--- src/sv/bitmap_slot_allocator_unit_macros.svh ---
`ifndef BITMAP_SLOT_ALLOCATOR_UNIT_MACROS_SVH
`define BITMAP_SLOT_ALLOCATOR_UNIT_MACROS_SVH

// Same-cycle implication, sampled on clk, off while arst_n is low
`define BSA_ASSERT(label, ante, cons, msg) \
	label: assert property (@(posedge clk) disable iff (!arst_n) (ante) |-> (cons)) \
		else $error(msg);

// Next-cycle implication, sampled on clk, off while arst_n is low
`define BSA_ASSERT_NEXT(label, ante, cons, msg) \
	label: assert property (@(posedge clk) disable iff (!arst_n) (ante) |=> (cons)) \
		else $error(msg);

`endif

--- src/sv/bsa_pkg.sv ---
`timescale 1ns / 1ps
`default_nettype none

package bsa_pkg;

	// Field widths
	localparam int SIZE_W    = 13;
	localparam int OFF_W     = 22;
	localparam int STATUS_W  = 2;
	localparam int IDX_W     = 10;
	localparam int FREE_W    = 11;
	localparam int S_TDATA_W = 24;
	localparam int M_TDATA_W = 48;

	// Object size in units of eight bytes (1..1024)
	localparam int UNITS_W = 11;
	localparam int ESIZE_W = UNITS_W + 3;

	// Shared divider: covers byte_offset / 8 and any slot number
	localparam int DIV_W     = OFF_W - 3;
	localparam int DIV_CNT_W = $clog2(DIV_W + 1);

	// Request kind
	localparam logic MODE_ALLOC = 1'b0;
	localparam logic MODE_FREE  = 1'b1;

	// Result status
	localparam logic [STATUS_W-1:0] STAT_OK     = 2'd0;
	localparam logic [STATUS_W-1:0] STAT_FULL   = 2'd1;
	localparam logic [STATUS_W-1:0] STAT_BADOFF = 2'd2;
	localparam logic [STATUS_W-1:0] STAT_DFREE  = 2'd3;

	typedef struct packed {
		logic             start;
		logic [DIV_W-1:0] dividend;
		logic [DIV_W-1:0] divisor;
	} div_req_t;

	typedef struct packed {
		logic             done;
		logic [DIV_W-1:0] quot;
		logic [DIV_W-1:0] rem;
	} div_rsp_t;

endpackage

`default_nettype wire

--- src/sv/bsa_map_ram.sv ---
`timescale 1ns / 1ps
`default_nettype none

module bsa_map_ram #(
	parameter int DEPTH = 32,
	parameter int WIDTH = 32,
	parameter int AW    = 5
) (
	input  wire logic             clk,
	input  wire logic             we,
	input  wire logic [AW-1:0]    waddr,
	input  wire logic [WIDTH-1:0] wdata,
	input  wire logic [AW-1:0]    raddr,
	output logic      [WIDTH-1:0] rdata
);

	logic [WIDTH-1:0] mem [DEPTH];

	// One write port, one registered read port
	always_ff @(posedge clk) begin
		if (we) begin
			mem[waddr] <= wdata;
		end
		rdata <= mem[raddr];
	end

endmodule

`default_nettype wire

--- src/sv/bsa_divider.sv ---
`timescale 1ns / 1ps
`default_nettype none

module bsa_divider (
	input  wire logic              clk,
	input  wire logic              arst_n,
	input  wire bsa_pkg::div_req_t req,
	output bsa_pkg::div_rsp_t      rsp
);

	import bsa_pkg::*;

	logic                 busy_q;
	logic                 done_q;
	logic [DIV_CNT_W-1:0] cnt_q;
	logic [DIV_W-1:0]     rem_q;
	logic [DIV_W-1:0]     quo_q;
	logic [DIV_W-1:0]     dvs_q;

	logic [DIV_W:0]       shifted;
	logic [DIV_W:0]       diff;
	logic                 ge;

	// Restoring step: one quotient bit per cycle
	assign shifted = {rem_q, quo_q[DIV_W-1]};
	assign diff    = shifted - {1'b0, dvs_q};
	assign ge      = shifted >= {1'b0, dvs_q};

	// Control
	always_ff @(posedge clk or negedge arst_n) begin
		if (!arst_n) begin
			busy_q <= 1'b0;
			done_q <= 1'b0;
			cnt_q  <= '0;
		end else begin
			done_q <= busy_q && (cnt_q == DIV_CNT_W'(DIV_W - 1));
			if (req.start) begin
				busy_q <= 1'b1;
				cnt_q  <= '0;
			end else if (busy_q) begin
				cnt_q <= cnt_q + 1'b1;
				if (cnt_q == DIV_CNT_W'(DIV_W - 1)) begin
					busy_q <= 1'b0;
				end
			end
		end
	end

	// Datapath: dividend shifts out of quo_q while quotient bits shift in
	always_ff @(posedge clk) begin
		if (req.start) begin
			rem_q <= '0;
			quo_q <= req.dividend;
			dvs_q <= req.divisor;
		end else if (busy_q) begin
			rem_q <= ge ? diff[DIV_W-1:0] : shifted[DIV_W-1:0];
			quo_q <= {quo_q[DIV_W-2:0], ge};
		end
	end

	assign rsp.done = done_q;
	assign rsp.quot = quo_q;
	assign rsp.rem  = rem_q;

endmodule

`default_nettype wire

--- src/sv/bitmap_slot_allocator_unit.sv ---
// Fixed-size slot allocator over a bitmap of used slots held in one synchronous RAM of
// ceil(NUM_SLOTS/WORD_BITS) words; WORD_BITS must be a power of two. After reset the block
// clears the bitmap one word per cycle with s_tready low; cfg writes are taken meanwhile.
// One request is handled at a time. An allocate reads one bitmap word per cycle from word 0
// until it finds one with a free slot, then sets the bit; a full pool is reported without
// a scan. A free divides the offset by the object size with a one-bit-per-cycle divider
// (19 steps), splits the slot into word and bit, then reads, checks and writes back the
// word; an offset past the pool skips the read, and one that is not a multiple of eight
// also skips the division. The next request can be taken while the previous result still
// waits on the master side; a result held there stalls the request after it until the
// result is taken.
`timescale 1ns / 1ps
`default_nettype none
`include "bitmap_slot_allocator_unit_macros.svh"

module bitmap_slot_allocator_unit #(
	parameter int NUM_SLOTS = 1024,
	parameter int WORD_BITS = 32
) (
	input  wire logic                          clk,
	input  wire logic                          arst_n,
	// cfg_wdata: object_size
	input  wire logic                          cfg_we,
	input  wire logic [bsa_pkg::SIZE_W-1:0]    cfg_wdata,
	input  wire logic                          s_tvalid,
	output logic                               s_tready,
	// s_tdata: byte_offset[21:0], zero pad [23:22]
	input  wire logic [bsa_pkg::S_TDATA_W-1:0] s_tdata,
	// s_tuser: mode[0]
	input  wire logic [0:0]                    s_tuser,
	output logic                               m_tvalid,
	input  wire logic                          m_tready,
	// m_tdata: slot_index[9:0], slot_offset[31:10], free_slots[42:32], zero pad [47:43]
	output logic [bsa_pkg::M_TDATA_W-1:0]      m_tdata,
	// m_tuser: status[1:0]
	output logic [bsa_pkg::STATUS_W-1:0]       m_tuser
);

	import bsa_pkg::*;

	localparam int NUM_WORDS = (NUM_SLOTS + WORD_BITS - 1) / WORD_BITS;
	localparam int AW        = (NUM_WORDS > 1) ? $clog2(NUM_WORDS) : 1;
	localparam int BW        = $clog2(WORD_BITS);
	localparam int SW        = $clog2(NUM_SLOTS);
	localparam int CW        = $clog2(NUM_SLOTS + 1);
	localparam int LAST_BITS = NUM_SLOTS - (NUM_WORDS - 1) * WORD_BITS;
	localparam logic [WORD_BITS-1:0] LAST_VALID = {WORD_BITS{1'b1}} >> (WORD_BITS - LAST_BITS);
	localparam logic [AW-1:0] LAST_WORD = AW'(NUM_WORDS - 1);

	// Sequencer states
	localparam logic [3:0] S_CLEAR    = 4'd0;
	localparam logic [3:0] S_IDLE     = 4'd1;
	localparam logic [3:0] S_SCAN     = 4'd2;
	localparam logic [3:0] S_SETBIT   = 4'd3;
	localparam logic [3:0] S_DIV_SLOT = 4'd4;
	localparam logic [3:0] S_FREAD    = 4'd6;
	localparam logic [3:0] S_FCHECK   = 4'd7;
	localparam logic [3:0] S_OUT      = 4'd8;

	logic [3:0]           state_q;
	logic [SIZE_W-1:0]    cfg_size_q;
	logic [CW-1:0]        free_count_q;
	logic [AW-1:0]        clr_q;
	logic [AW-1:0]        rd_ptr_q;
	logic [SW-1:0]        rd_base_q;
	logic                 pend_s1;
	logic [AW-1:0]        chk_w_s1;
	logic [SW-1:0]        base_s1;
	logic                 m_tvalid_q;

	logic [AW-1:0]        waddr_q;
	logic [WORD_BITS-1:0] word_q;
	logic [SW-1:0]        slot_q;
	logic [BW-1:0]        bit_q;
	logic [OFF_W-1:0]     off_q;
	logic [STATUS_W-1:0]  res_status_q;
	logic [SW-1:0]        res_slot_q;
	logic [OFF_W-1:0]     res_off_q;
	logic [STATUS_W-1:0]  out_status_q;
	logic [M_TDATA_W-1:0] out_data_q;

	logic                 div_start_q;
	logic [DIV_W-1:0]     div_dividend_q;
	logic [DIV_W-1:0]     div_divisor_q;
	div_req_t             div_req;
	div_rsp_t             div_rsp;

	logic                 ram_we;
	logic [AW-1:0]        ram_waddr;
	logic [WORD_BITS-1:0] ram_wdata;
	logic [AW-1:0]        ram_raddr;
	logic [WORD_BITS-1:0] ram_rdata;

	logic                 in_fire;
	logic                 out_free;
	logic [ESIZE_W-1:0]   size_sum;
	logic [UNITS_W-1:0]   units_raw;
	logic [UNITS_W-1:0]   units;
	logic [ESIZE_W-1:0]   size_eff;
	logic [WORD_BITS-1:0] avail;
	logic [WORD_BITS-1:0] lowbit;
	logic [BW-1:0]        low_idx;
	logic                 found;
	logic [SW:0]          found_slot;
	logic [SW+ESIZE_W-1:0] prod;
	logic                 slot_used;
	logic                 offset_bad;

	// Effective object size: round up to eight, zero acts as eight
	assign size_sum  = ESIZE_W'(cfg_size_q) + ESIZE_W'(7);
	assign units_raw = size_sum[ESIZE_W-1:3];
	assign units     = (units_raw == '0) ? UNITS_W'(1) : units_raw;
	assign size_eff  = {units, 3'b000};

	assign in_fire  = s_tvalid && s_tready;
	assign s_tready = (state_q == S_IDLE);
	assign out_free = !m_tvalid_q || m_tready;

	// Scan check: lowest free slot in the word returned by the RAM
	always_comb begin
		avail  = ~ram_rdata & ((chk_w_s1 == LAST_WORD) ? LAST_VALID : {WORD_BITS{1'b1}});
		lowbit = avail & (~avail + 1'b1);
		low_idx = '0;
		for (int i = 0; i < WORD_BITS; i++) begin
			if (lowbit[i]) begin
				low_idx = low_idx | BW'(i);
			end
		end
	end
	assign found      = (state_q == S_SCAN) && pend_s1 && (avail != '0);
	assign found_slot = (SW + 1)'(base_s1) + (SW + 1)'(low_idx);
	assign prod       = slot_q * size_eff;

	// Free checks
	assign offset_bad = (div_rsp.rem != '0) || (div_rsp.quot >= DIV_W'(NUM_SLOTS));
	assign slot_used  = ram_rdata[bit_q];

	// Bitmap RAM ports
	always_comb begin
		ram_we    = 1'b0;
		ram_waddr = waddr_q;
		ram_wdata = ram_rdata & ~(WORD_BITS'(1) << bit_q);
		case (state_q)
			S_CLEAR: begin
				ram_we    = 1'b1;
				ram_waddr = clr_q;
				ram_wdata = '0;
			end
			S_SETBIT: begin
				ram_we    = 1'b1;
				ram_wdata = word_q;
			end
			S_FCHECK: begin
				ram_we = slot_used;
			end
			default: begin
				ram_we = 1'b0;
			end
		endcase
	end
	assign ram_raddr = (state_q == S_SCAN) ? rd_ptr_q : waddr_q;

	bsa_map_ram #(
		.DEPTH(NUM_WORDS),
		.WIDTH(WORD_BITS),
		.AW   (AW)
	) u_map (
		.clk  (clk),
		.we   (ram_we),
		.waddr(ram_waddr),
		.wdata(ram_wdata),
		.raddr(ram_raddr),
		.rdata(ram_rdata)
	);

	assign div_req.start    = div_start_q;
	assign div_req.dividend = div_dividend_q;
	assign div_req.divisor  = div_divisor_q;

	bsa_divider u_div (
		.clk   (clk),
		.arst_n(arst_n),
		.req   (div_req),
		.rsp   (div_rsp)
	);

	// Control state
	always_ff @(posedge clk or negedge arst_n) begin
		if (!arst_n) begin
			state_q      <= S_CLEAR;
			cfg_size_q   <= SIZE_W'(8);
			free_count_q <= CW'(NUM_SLOTS);
			clr_q        <= '0;
			rd_ptr_q     <= '0;
			rd_base_q    <= '0;
			pend_s1      <= 1'b0;
			div_start_q  <= 1'b0;
			m_tvalid_q   <= 1'b0;
		end else begin
			if (cfg_we) begin
				cfg_size_q <= cfg_wdata;
			end
			// aligned free: start the offset division
			div_start_q <= in_fire && (s_tuser[0] == MODE_FREE) && (s_tdata[2:0] == 3'b000);
			pend_s1     <= (state_q == S_SCAN) && !found;
			if ((state_q == S_OUT) && out_free) begin
				m_tvalid_q <= 1'b1;
			end else if (m_tready) begin
				m_tvalid_q <= 1'b0;
			end
			case (state_q)
				S_CLEAR: begin
					clr_q <= clr_q + 1'b1;
					if (clr_q == LAST_WORD) begin
						state_q <= S_IDLE;
					end
				end
				S_IDLE: begin
					rd_ptr_q  <= '0;
					rd_base_q <= '0;
					if (in_fire) begin
						if (s_tuser[0] == MODE_ALLOC) begin
							state_q <= (free_count_q == '0) ? S_OUT : S_SCAN;
						end else if (s_tdata[2:0] != 3'b000) begin
							state_q <= S_OUT;
						end else begin
							state_q <= S_DIV_SLOT;
						end
					end
				end
				S_SCAN: begin
					if (rd_ptr_q != LAST_WORD) begin
						rd_ptr_q  <= rd_ptr_q + 1'b1;
						rd_base_q <= SW'(rd_base_q + WORD_BITS);
					end
					if (found) begin
						state_q <= S_SETBIT;
					end
				end
				S_SETBIT: begin
					free_count_q <= free_count_q - 1'b1;
					state_q      <= S_OUT;
				end
				S_DIV_SLOT: begin
					if (div_rsp.done) begin
						state_q <= offset_bad ? S_OUT : S_FREAD;
					end
				end
				S_FREAD: begin
					state_q <= S_FCHECK;
				end
				S_FCHECK: begin
					if (slot_used && (free_count_q < CW'(NUM_SLOTS))) begin
						free_count_q <= free_count_q + 1'b1;
					end
					state_q <= S_OUT;
				end
				S_OUT: begin
					if (out_free) begin
						state_q <= S_IDLE;
					end
				end
				default: begin
					state_q <= S_IDLE;
				end
			endcase
		end
	end

	// Payload registers
	always_ff @(posedge clk) begin
		if (state_q == S_SCAN) begin
			chk_w_s1 <= rd_ptr_q;
			base_s1  <= rd_base_q;
		end
		case (state_q)
			S_IDLE: begin
				off_q          <= s_tdata[OFF_W-1:0];
				div_dividend_q <= s_tdata[OFF_W-1:3];
				div_divisor_q  <= DIV_W'(units);
				res_slot_q     <= '0;
				res_off_q      <= '0;
				if (s_tuser[0] == MODE_ALLOC) begin
					res_status_q <= STAT_FULL;
				end else begin
					res_status_q <= STAT_BADOFF;
				end
			end
			S_SCAN: begin
				word_q  <= ram_rdata | lowbit;
				waddr_q <= chk_w_s1;
				slot_q  <= found_slot[SW-1:0];
			end
			S_SETBIT: begin
				res_status_q <= STAT_OK;
				res_slot_q   <= slot_q;
				res_off_q    <= OFF_W'(prod);
			end
			S_DIV_SLOT: begin
				// slot splits into word address and bit position
				slot_q  <= SW'(div_rsp.quot);
				waddr_q <= AW'(div_rsp.quot[DIV_W-1:BW]);
				bit_q   <= div_rsp.quot[BW-1:0];
			end
			S_FCHECK: begin
				if (slot_used) begin
					res_status_q <= STAT_OK;
					res_slot_q   <= slot_q;
					res_off_q    <= off_q;
				end else begin
					res_status_q <= STAT_DFREE;
				end
			end
			S_OUT: begin
				if (out_free) begin
					out_status_q <= res_status_q;
					out_data_q   <= {5'b0, FREE_W'(free_count_q), res_off_q,
						IDX_W'(res_slot_q)};
				end
			end
			default: begin
				out_status_q <= out_status_q;
			end
		endcase
	end

	assign m_tvalid = m_tvalid_q;
	assign m_tdata  = out_data_q;
	assign m_tuser  = out_status_q;

	// Checks
	`BSA_ASSERT(a_count_bound, 1'b1, free_count_q <= CW'(NUM_SLOTS), "free count above pool size")
	`BSA_ASSERT(a_scan_has_room, state_q == S_SCAN, free_count_q != '0, "scan with empty pool")
	`BSA_ASSERT(a_map_write_state, ram_we,
		state_q == S_CLEAR || state_q == S_SETBIT || state_q == S_FCHECK,
		"bitmap written outside a write state")
	`BSA_ASSERT_NEXT(a_full_reply, in_fire && s_tuser[0] == MODE_ALLOC && free_count_q == '0,
		state_q == S_OUT && res_status_q == STAT_FULL, "full pool not reported at once")

endmodule

`default_nettype wire

--- config.mk ---
export PLATFORM = sky130hd
export DESIGN_NAME = bitmap_slot_allocator_unit
export DESIGN_NICKNAME = d
export VERILOG_FILES = /design/src/sv/bsa_pkg.sv /design/src/sv/bsa_map_ram.sv /design/src/sv/bsa_divider.sv /design/src/sv/bitmap_slot_allocator_unit.sv
export VERILOG_INCLUDE_DIRS = /design/src /design/src/sv
export SDC_FILE = /design/constraint.sdc
export NUM_CORES = 2
export LEC_CHECK = 0
export ABC_AREA = 1
export CAP_MARGIN = 30
export CORE_MARGIN = 2
export CORE_UTILIZATION = 57
export CTS_CLUSTER_DIAMETER = 120
export CTS_CLUSTER_SIZE = 30
export DETAILED_ROUTE_END_ITERATION = 12
export DONT_BUFFER_PORTS = 1
export PLACE_DENSITY_LB_ADDON = 0.08
export SYNTH_ARGS = -nofsm -noshare
export SYNTH_HDL_FRONTEND = slang
export SYNTH_SLANG_ARGS = --single-unit
--- constraint.sdc ---
create_clock -name clk -period 6.2 [get_ports clk]
set_input_delay 0.31 -clock clk [delete_from_list [all_inputs] [get_ports clk]]
set_output_delay 0.31 -clock clk [all_outputs]
set_load 0.02 [all_outputs]
==> metrics <==
status finished clean; first-pass GRT wire length 230000 um; Tcrit/Tclk final 97.5%; post-synthesis simple-gate area fraction 10.4%; routed wire length 157000 um; RSZ-0062 raised after global routing yes; antenna-violating nets left 0; drt first pass iters 6; largest net degree at the start of global routing 199; Final setup violation count 0; Power Dens Cells 270 nW/um^2; Post-layout nets 4863; DRC viols 0; sequential-to-total area share from yosys stat 68.7%; worst setup path class reg2reg; post-route insts no fill 6013; die width 320 um; Tot GR Track Use 30.4%; clk sinks 1331; Synth top area share 64.6%; Total Power 16.6 mW; global route overflow 0; r2r endpoint res_off_q[20]$_DFFE_PP_; worst-path maximum fanout 4; vias in the first global route 35300; CTS tree done; R2R depth 33; share of layout cells above drive strength 1 7.19%; largest area contributor in the netlist edfxtp_1; antenna violations before repair 1; TritonCTS buffer count 50; Mapped Cells 4676; Die Ht 320 um; Setup crit start kind flip-flop; Critical R2R Launch cfg_size_q[3]$_DFFE_PN1P_; hold crit path type in2async; critical path's slowest cell dfstp_2; Buffers on Ports 0; Rows 116; flops & latches, synth 1331; XOR/XNOR share of the synthesized area 0.476%; Post-synth EDFFs 1227; final worst slack 0.156 ns; # diodes 0; Mapped Area 57100 sq um; H-Tree Depth 2; Worst VDD drop 0.000321 V; Main synth FF type edfxtp_1; Worst Setup End Kind flip-flop; CP Data Required Time 6.67 ns; leakage 21.1 nW; maximum clock rate 165 MHz; asr flop ratio synth 3.98%; top post-synthesis cells by area edfxtp_1 65%, o21ai_0 5.5%, nor2_1 5.1%; Final Hold Fails 0; vias per cell 6.22; synth warn 0; Slew Viols, Final 0; combinational family with the most area after synthesis compound AO/OA/AOI/OAI gates; Placement Setup Slack -0.0174 ns; Placed Cells 5870; CP peak stage delay 0.54 ns; compound-gate portion of the synthesized area 12.3%; number of max-cap violations 0; Synth Area in Adders 4.13%; crit-path most repeated cell nand2_1; WP data arrival 6.52 ns; Reg2Reg Setup Slack 0.16 ns; slew margin rel. 25.2%; clk buf depth 3; core area 99700 sq um; wire length per cell 26.1 um; die area 103000 sq um; starting density of the core 57.2%; Netlist cell types 63; mean post-synth cell area 12.2 sq um; Worst-Skew Late Latency 0.72 ns; clock root cell clkbuf_16; IO Count 95; Least-Margin Pin Slew 1.12 ns; synth cell count leaders 1227 x edfxtp_1, 769 x nor2_1, 628 x o21ai_0; Area Growth Syn to Fin 7.92%; Detailed Route Iter0 Violations 4581; Post-DP HPWL 89400 um; mux cell area share after synthesis 0.0592%; GPL Wtd Cong 1.00; vias 37400; Clk pin slew, worst setup/hold paths 0.12 ns; clk_skew 0.0474 ns; most common cell in the netlist edfxtp_1; post-route minimum period 6.04 ns
[what timing repair did]
action                                  4_1_cts  5_1_grt
gates resized for setup                       2       32
pin swaps                                     0       23
endpoints found under the setup margin        4        7
hold endpoints to repair                     94        0
buffers inserted                              0        8
hold buffers                                 42        0
[routing by layer]
layer | GRT usage (%) | wire [um]
met4 | 10.3 | 5380
met2 | 48.3 | 73400
met3 | 3.64 | 12000
met1 | 43.9 | 66400
met5 | 0 | 0
[cell usage in the layout (no fill, tap or decap), types with 5 or more instances in the layout]
| cell | Yosys | routed |
|---|---|---|
| nor3_1 | 26 | 22 |
| clkbuf_1 | 159 | 39 |
| a21oi_1 | 58 | 56 |
| ha_1 | 75 | 71 |
| a21o_1 | 5 | 5 |
| nor2_4 | 4 | 40 |
| dfxtp_1 | 51 | 51 |
| nand2_2 | 7 | 10 |
| dlygate4sd3_1 | 0 | 41 |
| o21ai_1 | 54 | 61 |
| xnor2_1 | 14 | 14 |
| clkbuf_16 | 0 | 50 |
| inv_2 | 8 | 8 |
| dfrtp_1 | 51 | 51 |
| o21ai_2 | 3 | 10 |
| clkinv_1 | 6 | 6 |
| conb_1 | 1 | 6 |
| inv_1 | 285 | 282 |
| o21ai_0 | 628 | 610 |
| xor2_1 | 17 | 17 |
| nand3_2 | 6 | 7 |
| nand2_1 | 429 | 425 |
| or2_2 | 5 | 5 |
| a32o_1 | 25 | 25 |
| nor2_2 | 7 | 7 |
| o21bai_1 | 6 | 6 |
| buf_4 | 22 | 119 |
| o221ai_1 | 162 | 162 |
| buf_12 | 0 | 22 |
| o211ai_1 | 58 | 58 |
| o22ai_1 | 110 | 110 |
| edfxtp_1 | 1227 | 1227 |
| buf_8 | 0 | 14 |
| nand3_1 | 128 | 126 |
| nor4_1 | 9 | 9 |
| fa_1 | 71 | 70 |
| a31oi_1 | 31 | 31 |
| nor2_1 | 769 | 733 |
| nand4_1 | 37 | 37 |
[per-stage QoR]
step	cell area [sq um]	setup TNS (ns)	hold slack, ns	util, %
6_report	61600	0	0.107	61.8
3_3_place_gp	59200	0	0.0207	59.3
2_1_floorplan	57100	0	0.0144	-
3_5_place_dp	59500	-0.0261	0.0210	59.7
4_1_cts	61400	0	0.0987	61.6
5_1_grt	61600	-0.438	0.129	61.8
[cell type report]
cell class	instances	area, sq um
fill	7804	38100
clock buffer	89	1400
sequential	1331	39200
inverter	300	1150
timing repair buffer	201	2060
multi-input combinational	2790	16100
clock inverter	4	58.8
tap	1298	1620
[cell families (layout without fill, tap and decap cells)]
logic type / after synthesis / after routing
other cells: 1 / 6
buf+inv: 560 / 594
compound gates: 1163 / 1163
xor+xnor: 31 / 31
simple gates: 1441 / 1441
flops: 1331 / 1331
fa+ha+maj: 146 / 146
mux: 3 / 3
[state kept, by name (all words and copies together) (netlist names), 11 cells and up]
register and flops:
u_map.mem 1024, m_tdata 43, u_map.rdata 32, word_q 31
off_q 22, res_off_q 22, u_div.quo_q 19, u_div.rem_q 19
cfg_size_q 13, div_divisor_q 11, free_count_q 11, u_div.dvs_q 11
[worst max-delay path, delay by kind of cell, from the launching register on]
kind,cells,cell delay (ns)
DFF,1,0.54
AOI/OAI and AO/OA,3,0.33
buffers and inverters,4,0.21
and+or+nand+nor,20,2.10
adders and majority gates,6,2.61
[power breakdown]
part           internal, mW  total [mW]  switching (mW)
combinational         0.982        2.45            1.47
clock                  1.58        4.25            2.67
sequential             9.82        9.91          0.0878
total                  12.4        16.6            4.23
[worst max path at each step]
stage | cells after the start | from | slack, ns | to
detailed placement | 31 | cfg_size_q[3]$_DFFE_PN1P_ | -0.02 | res_off_q[18]$_DFFE_PP_
finish | 33 | cfg_size_q[3]$_DFFE_PN1P_ | 0.16 | res_off_q[20]$_DFFE_PP_
global placement | 33 | cfg_size_q[3]$_DFFE_PN1P_ | 0.04 | res_off_q[20]$_DFFE_PP_
global route | 36 | cfg_size_q[3]$_DFFE_PN1P_ | -0.17 | res_off_q[20]$_DFFE_PP_
CTS | 33 | cfg_size_q[3]$_DFFE_PN1P_ | 0.008 | res_off_q[20]$_DFFE_PP_
floorplan | 33 | cfg_size_q[3]$_DFFE_PN1P_ | 0.21 | res_off_q[20]$_DFFE_PP_
(Power assumes the default switching activity.)
